--- config.mk ---
export PLATFORM = sky130hd
export DESIGN_NAME = round_robin_completion_times
export DESIGN_NICKNAME = d
export VERILOG_FILES = /design/src/rtl/rrct_pkg.sv /design/src/rtl/round_robin_completion_times.sv /design/src/rtl/rrct_ram.sv /design/src/rtl/rrct_alu.sv
export SDC_FILE = /design/constraint.sdc
export NUM_CORES = 1
export LEC_CHECK = 0
export BUFFER_PORTS_ARGS = -buffer_cell sky130_fd_sc_hd__clkbuf_2
export CAP_MARGIN = 10
export CORE_MARGIN = 8
export CORE_UTILIZATION = 40
export CTS_CLUSTER_DIAMETER = 150
export DETAILED_ROUTE_END_ITERATION = 8
export PLACE_DENSITY = 0.58
export SYNTH_ARGS = -nofsm -noshare
export SYNTH_HDL_FRONTEND = slang
export SYNTH_SLANG_ARGS = --single-unit
export TNS_END_PERCENT = 30
--- constraint.sdc ---
create_clock -name clock -period 8.2 [get_ports clock]
set_clock_uncertainty 0.05 [all_clocks]
set_input_delay 1.23 -clock clock [delete_from_list [all_inputs] [get_ports clock]]
set_output_delay 1.23 -clock clock [all_outputs]
set_load 0.02 [all_outputs]
--- src/rtl/rrct_pkg.sv ---
`default_nettype none
// ----------------------------------------------------------------------------
// rrct_pkg: shared types and constants
// Field widths, defaults and the op codes of the shared arithmetic unit.
// ----------------------------------------------------------------------------
package rrct_pkg;

   localparam int TIME_WIDTH       = 20;
   localparam int QUANTUM_WIDTH    = 16;
   localparam int IN_BURST_WIDTH   = 16;
   localparam int INDEX_WIDTH      = 4;
   localparam int RSP_DATA_WIDTH   = 48;
   localparam int DEF_MAX_JOBS     = 16;
   localparam int DEF_BURST_WIDTH  = 16;

   localparam logic [QUANTUM_WIDTH-1:0] QUANTUM_RESET = QUANTUM_WIDTH'(2);
   localparam logic [TIME_WIDTH-1:0]    TIME_MAX      = {TIME_WIDTH{1'b1}};

   typedef enum logic [0:0] {
      ALU_SERVICE = 1'b0,   // one turn of service, advance the clock
      ALU_WAIT    = 1'b1    // completion minus burst, floor at zero
   } alu_op_type;

endpackage : rrct_pkg
`default_nettype wire

--- src/rtl/round_robin_completion_times.sv ---
`default_nettype none
// ----------------------------------------------------------------------------
// round_robin_completion_times: round-robin schedule of one batch of jobs
// Loads burst times, runs the round-robin passes, streams per-job times out.
// ----------------------------------------------------------------------------
// Load one burst time per req word, one word per cycle; the word with tlast
// closes the batch. Words past MAX_JOBS are dropped and every result of that
// batch carries tuser = 1. After the closing word, req_tready stays low while a
// sequencer walks the jobs through one shared compare/add unit: each job visit
// is a RAM read, then an update, and the schedule makes P passes over the N jobs
// of the batch, where P = max(1, ceil(max burst / quantum)). Results then leave
// in job order, each read, given its waiting time and held until rsp_tready; the
// next is read only once the one before it is taken. The next batch is taken once
// the result with tlast has gone. A quantum of zero acts as one; the clock
// saturates at 2^20 - 1. Write csr only while idle.
// ----------------------------------------------------------------------------
module round_robin_completion_times
   import rrct_pkg::*;
#(
   parameter int MAX_JOBS    = DEF_MAX_JOBS,
   parameter int BURST_WIDTH = DEF_BURST_WIDTH
) (
   input  wire logic                      clock,
   input  wire logic                      reset,
   // configuration: service quantum per turn
   input  wire logic                      csr_wen,
   input  wire logic [QUANTUM_WIDTH-1:0]  csr_wdata,
   // job words
   input  wire logic                      req_tvalid,
   output logic                           req_tready,
   input  wire logic [IN_BURST_WIDTH-1:0] req_tdata,   // [15:0] burst_time
   input  wire logic                      req_tlast,   // last_item
   // result words
   output logic                           rsp_tvalid,
   input  wire logic                      rsp_tready,
   // [3:0] job_index, [23:4] turnaround_time, [43:24] waiting_time, [47:44] zero
   output logic [RSP_DATA_WIDTH-1:0]      rsp_tdata,
   output logic                           rsp_tuser,   // overflow
   output logic                           rsp_tlast    // last_result
);

   localparam int IDX_W = (MAX_JOBS > 1) ? $clog2(MAX_JOBS) : 1;
   localparam int CNT_W = $clog2(MAX_JOBS + 1);

   typedef enum logic [5:0] {
      ST_IDLE     = 6'b000001,
      ST_SIM_RD   = 6'b000010,
      ST_SIM_EX   = 6'b000100,
      ST_OUT_RD   = 6'b001000,
      ST_OUT_EX   = 6'b010000,
      ST_OUT_HOLD = 6'b100000
   } state_type;

   // control state
   state_type                state_ff, state_in;
   logic [QUANTUM_WIDTH-1:0] quantum_ff, quantum_in;
   logic [CNT_W-1:0]         count_ff, count_in;
   logic [IDX_W-1:0]         idx_ff, idx_in;
   logic [TIME_WIDTH-1:0]    clock_ff, clock_in;
   logic                     dropped_ff, dropped_in;
   logic                     first_pass_ff, first_pass_in;
   logic                     busy_ff, busy_in;

   // result payload
   logic [INDEX_WIDTH-1:0]   rsp_index_ff, rsp_index_in;
   logic [TIME_WIDTH-1:0]    rsp_ta_ff, rsp_ta_in;
   logic [TIME_WIDTH-1:0]    rsp_wt_ff, rsp_wt_in;
   logic                     rsp_last_ff, rsp_last_in;

   // RAM ports
   logic                     burst_we;
   logic [BURST_WIDTH-1:0]   burst_rd;
   logic                     remain_we;
   logic [BURST_WIDTH-1:0]   remain_rd;
   logic                     compl_we;
   logic [TIME_WIDTH-1:0]    compl_wdata;
   logic [TIME_WIDTH-1:0]    compl_rd;

   // shared unit
   alu_op_type               alu_op;
   logic [TIME_WIDTH-1:0]    alu_a;
   logic [BURST_WIDTH-1:0]   alu_b;
   logic [QUANTUM_WIDTH-1:0] quantum_eff;
   logic [BURST_WIDTH-1:0]   alu_rem;
   logic [TIME_WIDTH-1:0]    alu_time;

   logic [BURST_WIDTH-1:0]   rem_cur;
   logic [CNT_W-1:0]         idx_plus;
   logic                     last_job;
   logic                     job_busy;

   // --- storage ---------------------------------------------------------------
   rrct_ram #(.WIDTH(BURST_WIDTH), .DEPTH(MAX_JOBS)) u_burst_ram (
      .clock   (clock),
      .wr_en   (burst_we),
      .wr_addr (count_ff[IDX_W-1:0]),
      .wr_data (BURST_WIDTH'(req_tdata)),
      .rd_addr (idx_ff),
      .rd_data (burst_rd)
   );

   rrct_ram #(.WIDTH(BURST_WIDTH), .DEPTH(MAX_JOBS)) u_remain_ram (
      .clock   (clock),
      .wr_en   (remain_we),
      .wr_addr (idx_ff),
      .wr_data (alu_rem),
      .rd_addr (idx_ff),
      .rd_data (remain_rd)
   );

   rrct_ram #(.WIDTH(TIME_WIDTH), .DEPTH(MAX_JOBS)) u_compl_ram (
      .clock   (clock),
      .wr_en   (compl_we),
      .wr_addr (idx_ff),
      .wr_data (compl_wdata),
      .rd_addr (idx_ff),
      .rd_data (compl_rd)
   );

   // --- shared arithmetic -----------------------------------------------------
   // First pass takes the remaining time straight from the burst store, so no
   // copy sweep is needed before the schedule starts.
   assign rem_cur     = first_pass_ff ? burst_rd : remain_rd;
   assign quantum_eff = (quantum_ff == '0) ? QUANTUM_WIDTH'(1) : quantum_ff;
   assign alu_op      = (state_ff == ST_SIM_EX) ? ALU_SERVICE : ALU_WAIT;
   assign alu_a       = (state_ff == ST_SIM_EX) ? clock_ff : compl_rd;
   assign alu_b       = (state_ff == ST_SIM_EX) ? rem_cur : burst_rd;

   rrct_alu #(.BURST_WIDTH(BURST_WIDTH)) u_alu (
      .op          (alu_op),
      .a_time      (alu_a),
      .b_burst     (alu_b),
      .quantum     (quantum_eff),
      .rem_next    (alu_rem),
      .time_result (alu_time)
   );

   assign idx_plus = CNT_W'(idx_ff) + CNT_W'(1);
   assign last_job = (idx_plus == count_ff);

   // --- sequencer -------------------------------------------------------------
   always_comb begin
      state_in      = state_ff;
      quantum_in    = csr_wen ? csr_wdata : quantum_ff;
      count_in      = count_ff;
      idx_in        = idx_ff;
      clock_in      = clock_ff;
      dropped_in    = dropped_ff;
      first_pass_in = first_pass_ff;
      busy_in       = busy_ff;
      rsp_index_in  = rsp_index_ff;
      rsp_ta_in     = rsp_ta_ff;
      rsp_wt_in     = rsp_wt_ff;
      rsp_last_in   = rsp_last_ff;
      burst_we      = 1'b0;
      remain_we     = 1'b0;
      compl_we      = 1'b0;
      compl_wdata   = '0;
      job_busy      = 1'b0;

      case (state_ff)
         ST_IDLE: begin
            if (req_tvalid) begin
               // store the burst if there is room, otherwise drop and flag
               if (count_ff < CNT_W'(MAX_JOBS)) begin
                  burst_we = 1'b1;
                  count_in = count_ff + CNT_W'(1);
               end else begin
                  dropped_in = 1'b1;
               end
               if (req_tlast) begin
                  idx_in        = '0;
                  first_pass_in = 1'b1;
                  busy_in       = 1'b0;
                  state_in      = ST_SIM_RD;
               end
            end
         end

         ST_SIM_RD: begin
            state_in = ST_SIM_EX;
         end

         ST_SIM_EX: begin
            if (rem_cur != '0) begin
               // serve one turn, advance the clock
               remain_we = 1'b1;
               clock_in  = alu_time;
               if (alu_rem == '0) begin
                  compl_we    = 1'b1;
                  compl_wdata = alu_time;
               end else begin
                  job_busy = 1'b1;
               end
            end else if (first_pass_ff) begin
               // zero burst: done at time zero, mark nothing left for later passes
               remain_we   = 1'b1;
               compl_we    = 1'b1;
               compl_wdata = '0;
            end

            if (last_job) begin
               idx_in = '0;
               if (busy_ff || job_busy) begin
                  first_pass_in = 1'b0;
                  busy_in       = 1'b0;
                  state_in      = ST_SIM_RD;
               end else begin
                  state_in = ST_OUT_RD;
               end
            end else begin
               idx_in   = idx_plus[IDX_W-1:0];
               busy_in  = busy_ff || job_busy;
               state_in = ST_SIM_RD;
            end
         end

         ST_OUT_RD: begin
            state_in = ST_OUT_EX;
         end

         ST_OUT_EX: begin
            rsp_index_in = INDEX_WIDTH'(idx_ff);
            rsp_ta_in    = compl_rd;
            rsp_wt_in    = alu_time;
            rsp_last_in  = last_job;
            state_in     = ST_OUT_HOLD;
         end

         ST_OUT_HOLD: begin
            if (rsp_tready) begin
               if (rsp_last_ff) begin
                  // batch done: clear for the next one
                  count_in   = '0;
                  clock_in   = '0;
                  dropped_in = 1'b0;
                  idx_in     = '0;
                  state_in   = ST_IDLE;
               end else begin
                  idx_in   = idx_plus[IDX_W-1:0];
                  state_in = ST_OUT_RD;
               end
            end
         end

         default: begin
            state_in = ST_IDLE;
         end
      endcase
   end

   always_ff @(posedge clock) begin
      if (reset) begin
         state_ff      <= ST_IDLE;
         quantum_ff    <= QUANTUM_RESET;
         count_ff      <= '0;
         idx_ff        <= '0;
         clock_ff      <= '0;
         dropped_ff    <= 1'b0;
         first_pass_ff <= 1'b0;
         busy_ff       <= 1'b0;
      end else begin
         state_ff      <= state_in;
         quantum_ff    <= quantum_in;
         count_ff      <= count_in;
         idx_ff        <= idx_in;
         clock_ff      <= clock_in;
         dropped_ff    <= dropped_in;
         first_pass_ff <= first_pass_in;
         busy_ff       <= busy_in;
      end
   end

   // payload: no reset needed
   always_ff @(posedge clock) begin
      rsp_index_ff <= rsp_index_in;
      rsp_ta_ff    <= rsp_ta_in;
      rsp_wt_ff    <= rsp_wt_in;
      rsp_last_ff  <= rsp_last_in;
   end

   // --- ports -----------------------------------------------------------------
   assign req_tready = (state_ff == ST_IDLE);
   assign rsp_tvalid = (state_ff == ST_OUT_HOLD);
   assign rsp_tdata  = RSP_DATA_WIDTH'({rsp_wt_ff, rsp_ta_ff, rsp_index_ff});
   assign rsp_tuser  = dropped_ff;
   assign rsp_tlast  = rsp_last_ff;

   // --- assertions ------------------------------------------------------------
   a_no_overlap: assert property (@(posedge clock) disable iff (reset)
      !(req_tready && rsp_tvalid))
      else $error("input and output sides active together");

   a_count_bound: assert property (@(posedge clock) disable iff (reset)
      count_ff <= CNT_W'(MAX_JOBS))
      else $error("job count beyond capacity");

   a_batch_clear: assert property (@(posedge clock) disable iff (reset)
      rsp_tvalid && rsp_tready && rsp_tlast |=>
         count_ff == '0 && clock_ff == '0 && !dropped_ff && req_tready)
      else $error("batch state not cleared after final result");

   a_sim_has_jobs: assert property (@(posedge clock) disable iff (reset)
      state_ff == ST_SIM_EX |-> count_ff != '0)
      else $error("schedule running on an empty batch");

endmodule : round_robin_completion_times
`default_nettype wire

--- src/rtl/rrct_ram.sv ---
`default_nettype none
// ----------------------------------------------------------------------------
// rrct_ram: generic single-port-write RAM
// One write port, one read port, registered read data.
// ----------------------------------------------------------------------------
module rrct_ram #(
   parameter int WIDTH = 16,
   parameter int DEPTH = 16,
   localparam int ADDR_W = (DEPTH > 1) ? $clog2(DEPTH) : 1
) (
   input  wire logic              clock,
   input  wire logic              wr_en,
   input  wire logic [ADDR_W-1:0] wr_addr,
   input  wire logic [WIDTH-1:0]  wr_data,
   input  wire logic [ADDR_W-1:0] rd_addr,
   output logic      [WIDTH-1:0]  rd_data
);

   logic [WIDTH-1:0] mem [DEPTH];
   logic [WIDTH-1:0] rd_data_ff;

   always_ff @(posedge clock) begin
      if (wr_en) begin
         mem[wr_addr] <= wr_data;
      end
      rd_data_ff <= mem[rd_addr];
   end

   assign rd_data = rd_data_ff;

endmodule : rrct_ram
`default_nettype wire

--- src/rtl/rrct_alu.sv ---
`default_nettype none
// ----------------------------------------------------------------------------
// rrct_alu: shared arithmetic unit
// One compare and one adder, used for service turns and waiting times.
// ----------------------------------------------------------------------------
module rrct_alu
   import rrct_pkg::*;
#(
   parameter int BURST_WIDTH = DEF_BURST_WIDTH
) (
   input  wire alu_op_type               op,
   input  wire logic [TIME_WIDTH-1:0]    a_time,
   input  wire logic [BURST_WIDTH-1:0]   b_burst,
   input  wire logic [QUANTUM_WIDTH-1:0] quantum,
   output logic      [BURST_WIDTH-1:0]   rem_next,
   output logic      [TIME_WIDTH-1:0]    time_result
);

   localparam int CMP_W = (BURST_WIDTH > QUANTUM_WIDTH) ? BURST_WIDTH : QUANTUM_WIDTH;
   localparam int SUM_W = ((TIME_WIDTH > BURST_WIDTH) ? TIME_WIDTH : BURST_WIDTH) + 1;

   logic [BURST_WIDTH-1:0] run;
   logic [SUM_W-1:0]       a_ext;
   logic [SUM_W-1:0]       addend;
   logic [SUM_W-1:0]       sum;

   // run = min(remaining, quantum)
   always_comb begin
      if (CMP_W'(b_burst) > CMP_W'(quantum)) begin
         run = BURST_WIDTH'(quantum);
      end else begin
         run = b_burst;
      end
   end

   assign a_ext  = SUM_W'(a_time);
   assign addend = (op == ALU_WAIT) ? (SUM_W'(0) - SUM_W'(b_burst)) : SUM_W'(run);
   assign sum    = a_ext + addend;

   always_comb begin
      case (op)
         ALU_SERVICE: begin
            rem_next = b_burst - run;
            if (sum > SUM_W'(TIME_MAX)) begin
               time_result = TIME_MAX;
            end else begin
               time_result = sum[TIME_WIDTH-1:0];
            end
         end
         ALU_WAIT: begin
            rem_next = b_burst;
            // top bit set means burst exceeded completion: floor at zero
            time_result = sum[SUM_W-1] ? '0 : sum[TIME_WIDTH-1:0];
         end
         default: begin
            rem_next    = b_burst;
            time_result = '0;
         end
      endcase
   end

endmodule : rrct_alu
`default_nettype wire

==> run summary, run 1 <==
====================================================================================================
Status                                                                                     completed
Kind of end point of the critical path                                                          flop
Detail Placement HPWL                                                                       60300 um
Root Buffer                                                                             sky130_fd_sc_hd__clkbuf_16
Worst hold slack across all endpoints                                                         420 ps
Hold-fix buffers, CTS                                                                              0
Most used flip-flop cell after synthesis                                                sky130_fd_sc_hd__edfxtp_1
Power Dens Cells                                                                         264 mW/mm^2
Total setup violations reported at the end of the flow                                             0
Number of global-route vias before repair                                                      21400
Slew @ Worst Pin                                                                             1090 ps
Int Power                                                                                    8.95 mW
Multi-input combinational cell area                                                      0.0109 mm^2
Headroom to the max-slew limit                                                                 0.270
Skew-Pair Late Insertion Delay                                                                680 ps
Number of unique standard cell types used by synthesis                                            67
Net count of the finished layout                                                                2459
Per-instance average area after synthesis                                                  18.3 um^2
Row count                                                                                        115
TritonCTS clock tree                                                                            done
Sw frac                                                                                        0.258
Max Clk Rate                                                                                 131 MHz
Clock sink total                                                                                 983
Seq pwr share                                                                                  0.479
EDFF count, synth                                                                                877
Clock power frac                                                                               0.379
Synthesis-stage register bit count                                                               983
Post-synth ARST share                                                                              0
Clock-pin slew reported for the worst setup and hold paths after clock tree synthesis          60 ps
Final cell utilization of the core                                                             0.464
Maximum capacitance violations                                                                     0
Cell count after synthesis                                                                      2167
Unrepaired setup endpoints after global routing                                                   no
Ports placed on the boundary                                                                      90
Post-route setup TNS                                                                            0 ps
Final-report max-slew violation count                                                              0
Final hold viol count                                                                              0
Placer Congestion                                                                              0.877
Total net switching power                                                                    3.12 mW
Buffers inserted during post-CTS setup optimization                                                0
Area of the die                                                                           0.110 mm^2
Arrival @ worst endpoint                                                                     7970 ps
Cts repair resizes                                                                                 0
Register area share after synthesis                                                            0.716
Fill cells                                                                                      8326
Inserted Clock Buffers                                                                           101
Pin count of the biggest net entering global routing                                              78
Drc violations                                                                                     0
Chip height                                                                                   331 um
Global-route usage over all layers                                                             0.180
Clock tree buffer depth                                                                            3
Data required time of the worst path                                                         8540 ps
Category of the most critical setup path                                                     reg2reg
Starting DRT DRC Count                                                                          2226
Largest cells by area after synthesis                                                   sky130_fd_sc_hd__edfxtp_1 (66%), sky130_fd_sc_hd__mux4_2 (15%), sky130_fd_sc_hd__dfxtp_1 (5.3%), sky130_fd_sc_hd__ha_1 (2.0%), sky130_fd_sc_hd__nand2_1 (1.5%)
Initial antenna violation count                                                                    4
Initial Util                                                                                   0.404
Part of the total power dissipated in combinational logic                                      0.143
Core Footprint                                                                           0.0984 mm^2
Part of the cycle the worst path needs                                                         0.930
Nature of the critical path startpoint                                                          flop
Total overflow reported by the global router                                                       0
Standby leakage power                                                                        15.6 nW
First-pass DRT Iterations                                                                          5
Number of nets with antenna violations after routing                                               0
Worst-path maximum fanout                                                                         16
Total length of routed wires                                                                98900 um
Area overhead of the layout relative to synthesis                                              14.9%
Detailed-route via count                                                                       21000
PortBufs                                                                                          85
Number of H-tree levels                                                                            3
Post-detailed-route via-to-cell ratio                                                           5.63
Wire length per cell after detailed routing                                                  26.5 um
Fraction of layout instances using a drive strength above 1                                    0.274
Shortest period the worst path allows                                                        7630 ps
IR Drop Worst-Case VDD                                                                      0.173 mV
Die width                                                                                     331 um
Area share of the leading cell type in the synthesized netlist                                 0.663
Post-Syn Area                                                                            0.0397 mm^2
Cell type contributing the most total cell area after synthesis                         sky130_fd_sc_hd__edfxtp_1
Hold Crit Class                                                                              reg2reg
Count of warnings emitted by yosys                                                                 0
Global-route wire length before repair                                                     144000 um
Total area of sequential cells                                                           0.0285 mm^2
====================================================================================================
[synth_stat cells (all sizes together), types with 7 or more instances]
cell type,instances
mux4,260
a221o,7
nand2b,14
mux2,9
ha,62
o21ai,60
a31oi,11
xnor2,28
nor3,29
nand4,12
a21o,9
and3,12
a21oi,76
dfxtp,106
inv,40
mux2i,35
nand2,163
nor2,126
clkbuf,60
o21a,7
buf,41
nor4,8
a211oi,9
xor2,25
edfxtp,877
nand3,15
[path summary, 6_finish.rpt]
check                           cells past startpoint  slack, ps   startpoint                     end
worst max register to register                     23        570  state_ff[5]  u_compl_ram.mem[15][4]
worst max-delay path                               23        570  state_ff[5]  u_compl_ram.mem[15][4]
worst min-delay path                                2        420  clock_ff[5]             clock_ff[5]
worst min register to register                      2        420  clock_ff[5]             clock_ff[5]
[cells in the final DEF (no fill, tap or decap), types with 16 or more instances in the layout]
| cell type | netlist | layout |
|---|---|---|
| sky130_fd_sc_hd__a21oi_1 | 75 | 75 |
| sky130_fd_sc_hd__buf_4 | 5 | 98 |
| sky130_fd_sc_hd__clkbuf_1 | 59 | 21 |
| sky130_fd_sc_hd__clkbuf_16 | 0 | 103 |
| sky130_fd_sc_hd__clkbuf_2 | 1 | 85 |
| sky130_fd_sc_hd__clkinv_1 | 0 | 22 |
| sky130_fd_sc_hd__dfxtp_1 | 106 | 102 |
| sky130_fd_sc_hd__edfxtp_1 | 877 | 877 |
| sky130_fd_sc_hd__ha_1 | 62 | 62 |
| sky130_fd_sc_hd__inv_1 | 40 | 40 |
| sky130_fd_sc_hd__mux2i_1 | 35 | 35 |
| sky130_fd_sc_hd__mux4_2 | 260 | 260 |
| sky130_fd_sc_hd__nand2_1 | 162 | 161 |
| sky130_fd_sc_hd__nor2_1 | 125 | 85 |
| sky130_fd_sc_hd__nor2_2 | 1 | 41 |
| sky130_fd_sc_hd__nor3_1 | 29 | 21 |
| sky130_fd_sc_hd__o21ai_0 | 44 | 43 |
| sky130_fd_sc_hd__o21ai_1 | 15 | 16 |
| sky130_fd_sc_hd__xnor2_1 | 27 | 27 |
| sky130_fd_sc_hd__xor2_1 | 25 | 25 |
[registers in the layout (all words and copies together), names as in the netlist, 16 cells and up]
name,count
u_compl_ram.mem,320
u_compl_ram.rd_data,20
clock_ff,20
u_burst_ram.rd_data,16
u_remain_ram.mem,256
rsp_wt_ff,20
quantum_ff,16
u_remain_ram.rd_data,16
rsp_ta_ff,20
u_burst_ram.mem,256
[layout make-up]
cell class,instances,share of cell area
antenna,2,0.000110
clock buffer,128,0.0594
clock inverter,63,0.0138
inverter,40,0.00329
multi-input combinational,1046,0.239
sequential,983,0.624
tap,1287,0.0353
timing repair buffer,185,0.0260
[cell families after synthesis]
| kind of cell | after synthesis | synth area share |
|---|---|---|
| XOR/XNOR | 53 | 0.0119 |
| other | 1 | 0.0000944 |
| AO/OA/AOI/OAI | 215 | 0.0331 |
| multiplexers | 304 | 0.159 |
| AND/OR/NAND/NOR | 406 | 0.0453 |
| adder cells (fa/ha/maj) | 64 | 0.0205 |
| buffers and inverters | 141 | 0.0141 |
| flip-flops | 983 | 0.716 |
[power groups by stage]
stage / combinational (mW) / sequential, mW / clock (mW)
after floorplan: 1.13 / 5.83 / 0
after detailed placement: 1.70 / 5.88 / 0
after global routing: 1.89 / 5.78 / 4.85
final: 1.72 / 5.78 / 4.57
after CTS: 1.71 / 5.77 / 4.67
after global placement: 1.67 / 5.87 / 0
[stage by stage]
| step | power [mW] | cells | cell area, um^2 | worst slack, ps |
|---|---|---|---|---|
| after floorplan | 6.96 | 2170 | 39700 | 907 |
| after global placement | 7.55 | 3540 | 42300 | 722 |
| after detailed placement | 7.58 | 3540 | 42300 | 657 |
| after CTS | 12.2 | 3731 | 45600 | 623 |
| after global routing | 12.5 | 3732 | 45700 | 80.7 |
| final | 12.1 | 3734 | 45700 | 571 |
[critical path: stages (launching register included)]
cell and delay (ps):
sky130_fd_sc_hd__dfxtp_1 360, sky130_fd_sc_hd__nor4b_2 390, sky130_fd_sc_hd__and3_1 610, sky130_fd_sc_hd__mux2i_1 410
sky130_fd_sc_hd__inv_1 140, sky130_fd_sc_hd__ha_1 300, sky130_fd_sc_hd__nand4_1 160, sky130_fd_sc_hd__nor3_1 230
sky130_fd_sc_hd__nand2_1 100, sky130_fd_sc_hd__a31oi_2 180, sky130_fd_sc_hd__buf_4 330, sky130_fd_sc_hd__mux2i_1 400
sky130_fd_sc_hd__o21ai_0 230, sky130_fd_sc_hd__fa_1 500, sky130_fd_sc_hd__nand3_1 140, sky130_fd_sc_hd__a211oi_1 100
sky130_fd_sc_hd__a211oi_2 320, sky130_fd_sc_hd__o21ai_1 180, sky130_fd_sc_hd__a221o_1 420, sky130_fd_sc_hd__a211o_1 380
sky130_fd_sc_hd__xnor2_2 190, sky130_fd_sc_hd__buf_4 200, sky130_fd_sc_hd__o21ai_1 390, sky130_fd_sc_hd__and3_1 600
[routing by layer]
layer / track usage / routed length [um] / vias to the layer above
met1: 0.255 / 44000 / 11100
met5: 0 / 0 / -
met2: 0.283 / 45900 / 733
met4: 0.0498 / 2510 / 0
li1: - / - / 9072
met3: 0.0364 / 6460 / 145
Note: power is estimated with default switching activity, not from simulation.
==> run 2, diff against run 1 <==
BUFFER_PORTS_ARGS = default   (was -buffer_cell sky130_fd_sc_hd__clkbuf_2)
DONT_BUFFER_PORTS = 1   (was default)
PLACE_DENSITY = 0.57   (was 0.58)
==> run 2 against run 1 <==
  * Setup slack improved by 180 ps
  * Total power fell by 0.88%
  * Critical path depth rose by 1
  * Largest cell class unchanged
  * Non-clock buffer count fell by 96
  * Combinational power fell by 3%
  * Largest power group unchanged
==> run summary, run 2 (synthesized netlist as in run 1, its figures left out) <==
====================================================================================================
Headroom to the max-slew limit                                                                 0.276   +0.00635
Standby leakage power                                                                        15.2 nW   -2.4%
Detailed-route via count                                                                       20500   -2.3%
Data required time of the worst path                                                         8460 ps   -80 ps
Die width                                                                                     331 um   unchanged
Final standard cell area without fillers                                                 0.0452 mm^2   -0.95%
Chip height                                                                                   331 um   unchanged
Final-report max-slew violation count                                                              0   unchanged
Area overhead of the layout relative to synthesis                                              13.8%
Seq pwr share                                                                                  0.483   +0.004
Initial Util                                                                                   0.404   unchanged
Row count                                                                                        115   unchanged
Area of the die                                                                           0.110 mm^2   unchanged
Worst slack after detailed placement                                                          766 ps   +110 ps
Final hold viol count                                                                              0   unchanged
Total net switching power                                                                    3.13 mW   +0.29%
Wire length per cell after detailed routing                                                  27.1 um   +2.2%
Worst-path maximum fanout                                                                         20   +4
Part of the cycle the worst path needs                                                         0.908   -0.0223
PortBufs                                                                                           0   -100%
Total setup violations reported at the end of the flow                                             0   unchanged
Inserted Clock Buffers                                                                           101   unchanged
Worst hold slack across all endpoints                                                         416 ps   -4.01 ps
Total area of sequential cells                                                           0.0285 mm^2   unchanged
Clock-pin slew reported for the worst setup and hold paths after clock tree synthesis          60 ps   about the same
Number of nets with antenna violations after routing                                               0   unchanged
Placer Congestion                                                                              0.909   +3.7%
Status                                                                                     completed
Sw frac                                                                                        0.261   +0.00307
Kind of end point of the critical path                                                          flop
Final cell utilization of the core                                                             0.460   -0.00439
Clock tree buffer depth                                                                            3   unchanged
Core Footprint                                                                           0.0984 mm^2   unchanged
Total length of routed wires                                                                98500 um   -0.38%
Global-route wire length before repair                                                     145000 um   +0.35%
Int Power                                                                                    8.84 mW   -1.3%
Hold Crit Class                                                                              reg2reg
Number of global-route vias before repair                                                      21200   -0.78%
Post-DP Area                                                                             0.0419 mm^2   -0.95%
Fill cells                                                                                      8376   +0.60%
IR Drop Worst-Case VDD                                                                      0.182 mV   +5.2%
TritonCTS clock tree                                                                            done
Max Clk Rate                                                                                 134 MHz   +2.5%
Power Dens Cells                                                                         264 mW/mm^2   about the same
Pin count of the biggest net entering global routing                                              97   +24%
Initial antenna violation count                                                                    5   +1
Crit path setup slack, layout                                                                 754 ps   +183 ps
Post-detailed-route via-to-cell ratio                                                           5.64   +0.18%
Detail Placement HPWL                                                                       59300 um   -1.6%
Unrepaired setup endpoints after global routing                                                   no
Nature of the critical path startpoint                                                          flop
Drc violations                                                                                     0   unchanged
Clock sink total                                                                                 983   unchanged
Slew @ Worst Pin                                                                             1090 ps   -9.52 ps
Shortest period the worst path allows                                                        7450 ps   -183 ps
Hold-fix buffers, CTS                                                                              0   unchanged
Category of the most critical setup path                                                     reg2reg
Most common cell after layout, fill and taps aside                                      sky130_fd_sc_hd__edfxtp_1
Starting DRT DRC Count                                                                          1825   -18%
First-pass DRT Iterations                                                                          6   +1
Commonest cells after routing, fill and taps aside                                      sky130_fd_sc_hd__edfxtp_1 (877), sky130_fd_sc_hd__mux4_2 (260), sky130_fd_sc_hd__nand2_1 (161)
Post-route setup TNS                                                                            0 ps   unchanged
Part of the total power dissipated in combinational logic                                      0.140   -0.003
Total overflow reported by the global router                                                       0   unchanged
Number of flip-flops under the largest register name                                             320   unchanged
Number of H-tree levels                                                                            3   unchanged
Global-route usage over all layers                                                             0.180   about the same
Skew-Pair Late Insertion Delay                                                                680 ps   about the same
Largest reg by FF count                                                                 u_compl_ram.mem
Top Registers                                                                           u_compl_ram.mem (320), u_burst_ram.mem (256), u_remain_ram.mem (256)
Net count of the finished layout                                                                2363   -3.9%
Clock power frac                                                                               0.377   -0.002
Maximum capacitance violations                                                                     0   unchanged
Multi-input combinational cell area                                                      0.0109 mm^2   about the same
Ports placed on the boundary                                                                      90   unchanged
Root Buffer                                                                             sky130_fd_sc_hd__clkbuf_16
Fraction of layout instances using a drive strength above 1                                    0.248   -0.0268
Arrival @ worst endpoint                                                                     7710 ps   -260 ps
====================================================================================================
run 2: changes by cell type in the layout (fill, tap and decap cells not counted), moves of 4 or more:
cell / change
sky130_fd_sc_hd__clkbuf_1: +7
sky130_fd_sc_hd__inv_16: +4
sky130_fd_sc_hd__clkinv_1: -12
sky130_fd_sc_hd__clkinv_2: +5
sky130_fd_sc_hd__clkinvlp_4: -5
sky130_fd_sc_hd__clkbuf_2: -85
sky130_fd_sc_hd__buf_4: -18
sky130_fd_sc_hd__buf_12: +8
sky130_fd_sc_hd__clkbuf_8: +9
sky130_fd_sc_hd__bufinv_16: -6
run 2: repair_timing:
item | in CTS | in global routing
endpoints found under the hold margin | 0 | 0
buffers inserted | 0 | 0
setup endpoints to repair | 0 | 69
resized for setup | 0 | 1
run 2: path summary, 6_finish.rpt:
check,start,cells past startpoint,end,slack (ps)
max,state_ff[5],24,u_compl_ram.mem[13][4],750
max reg2reg,state_ff[5],24,u_compl_ram.mem[13][4],750
min reg2reg,clock_ff[17],2,clock_ff[17],420
min,clock_ff[17],2,clock_ff[17],420
run 2: metrics by stage:
| step | total power [mW] | instances |
|---|---|---|
| after floorplan | 6.96 | 2170 |
| after global placement | 7.50 | 3445 |
| after detailed placement | 7.54 | 3445 |
| after CTS | 12.1 | 3637 |
| after global routing | 12.4 | 3637 |
| final | 12.0 | 3640 |
run 2: power by group through the flow:
stage / Sequential [mW] / Clock [mW] / Combinational, mW
finish: 5.78 / 4.51 / 1.67
floorplan: 5.83 / 0 / 1.13
global placement: 5.88 / 0 / 1.62
global route: 5.79 / 4.80 / 1.84
CTS: 5.78 / 4.62 / 1.66
detailed placement: 5.89 / 0 / 1.65
run 2: layout make-up:
cell class | count | share of cell area
inverter | 40 | 0.00332
timing repair buffer | 89 | 0.0173
sequential | 983 | 0.630
antenna | 3 | 0.000166
multi-input combinational | 1046 | 0.241
clock buffer | 142 | 0.0622
tap | 1287 | 0.0356
clock inverter | 50 | 0.0111
run 2: per-layer routing:
| metal | vias up | global-route usage | wire (um) |
|---|---|---|---|
| li1 | 8890 | - | - |
| met2 | 612 | 0.285 | 46300 |
| met4 | 0 | 0.0514 | 2540 |
| met5 | - | 0 | 0 |
| met1 | 10900 | 0.252 | 43400 |
| met3 | 167 | 0.0376 | 6290 |
run 2: critical path: stages, from the launching register on:
cell and delay (ps):
sky130_fd_sc_hd__dfxtp_1 360, sky130_fd_sc_hd__nor4b_2 390, sky130_fd_sc_hd__and3_2 480, sky130_fd_sc_hd__mux2i_1 320, sky130_fd_sc_hd__inv_1 120, sky130_fd_sc_hd__ha_1 330
sky130_fd_sc_hd__nand4_1 170, sky130_fd_sc_hd__nor3_1 210, sky130_fd_sc_hd__nand2_1 110, sky130_fd_sc_hd__a31oi_2 200, sky130_fd_sc_hd__mux2i_1 270, sky130_fd_sc_hd__ha_1 200
sky130_fd_sc_hd__inv_1 60, sky130_fd_sc_hd__fa_1 460, sky130_fd_sc_hd__a21oi_1 290, sky130_fd_sc_hd__o211ai_1 250, sky130_fd_sc_hd__a21oi_2 320, sky130_fd_sc_hd__a31oi_1 160
sky130_fd_sc_hd__xor2_1 190, sky130_fd_sc_hd__a2111oi_0 510, sky130_fd_sc_hd__nand4_1 330, sky130_fd_sc_hd__o21ai_2 440, sky130_fd_sc_hd__nand3_1 270, sky130_fd_sc_hd__nor2_2 190
sky130_fd_sc_hd__buf_4 380
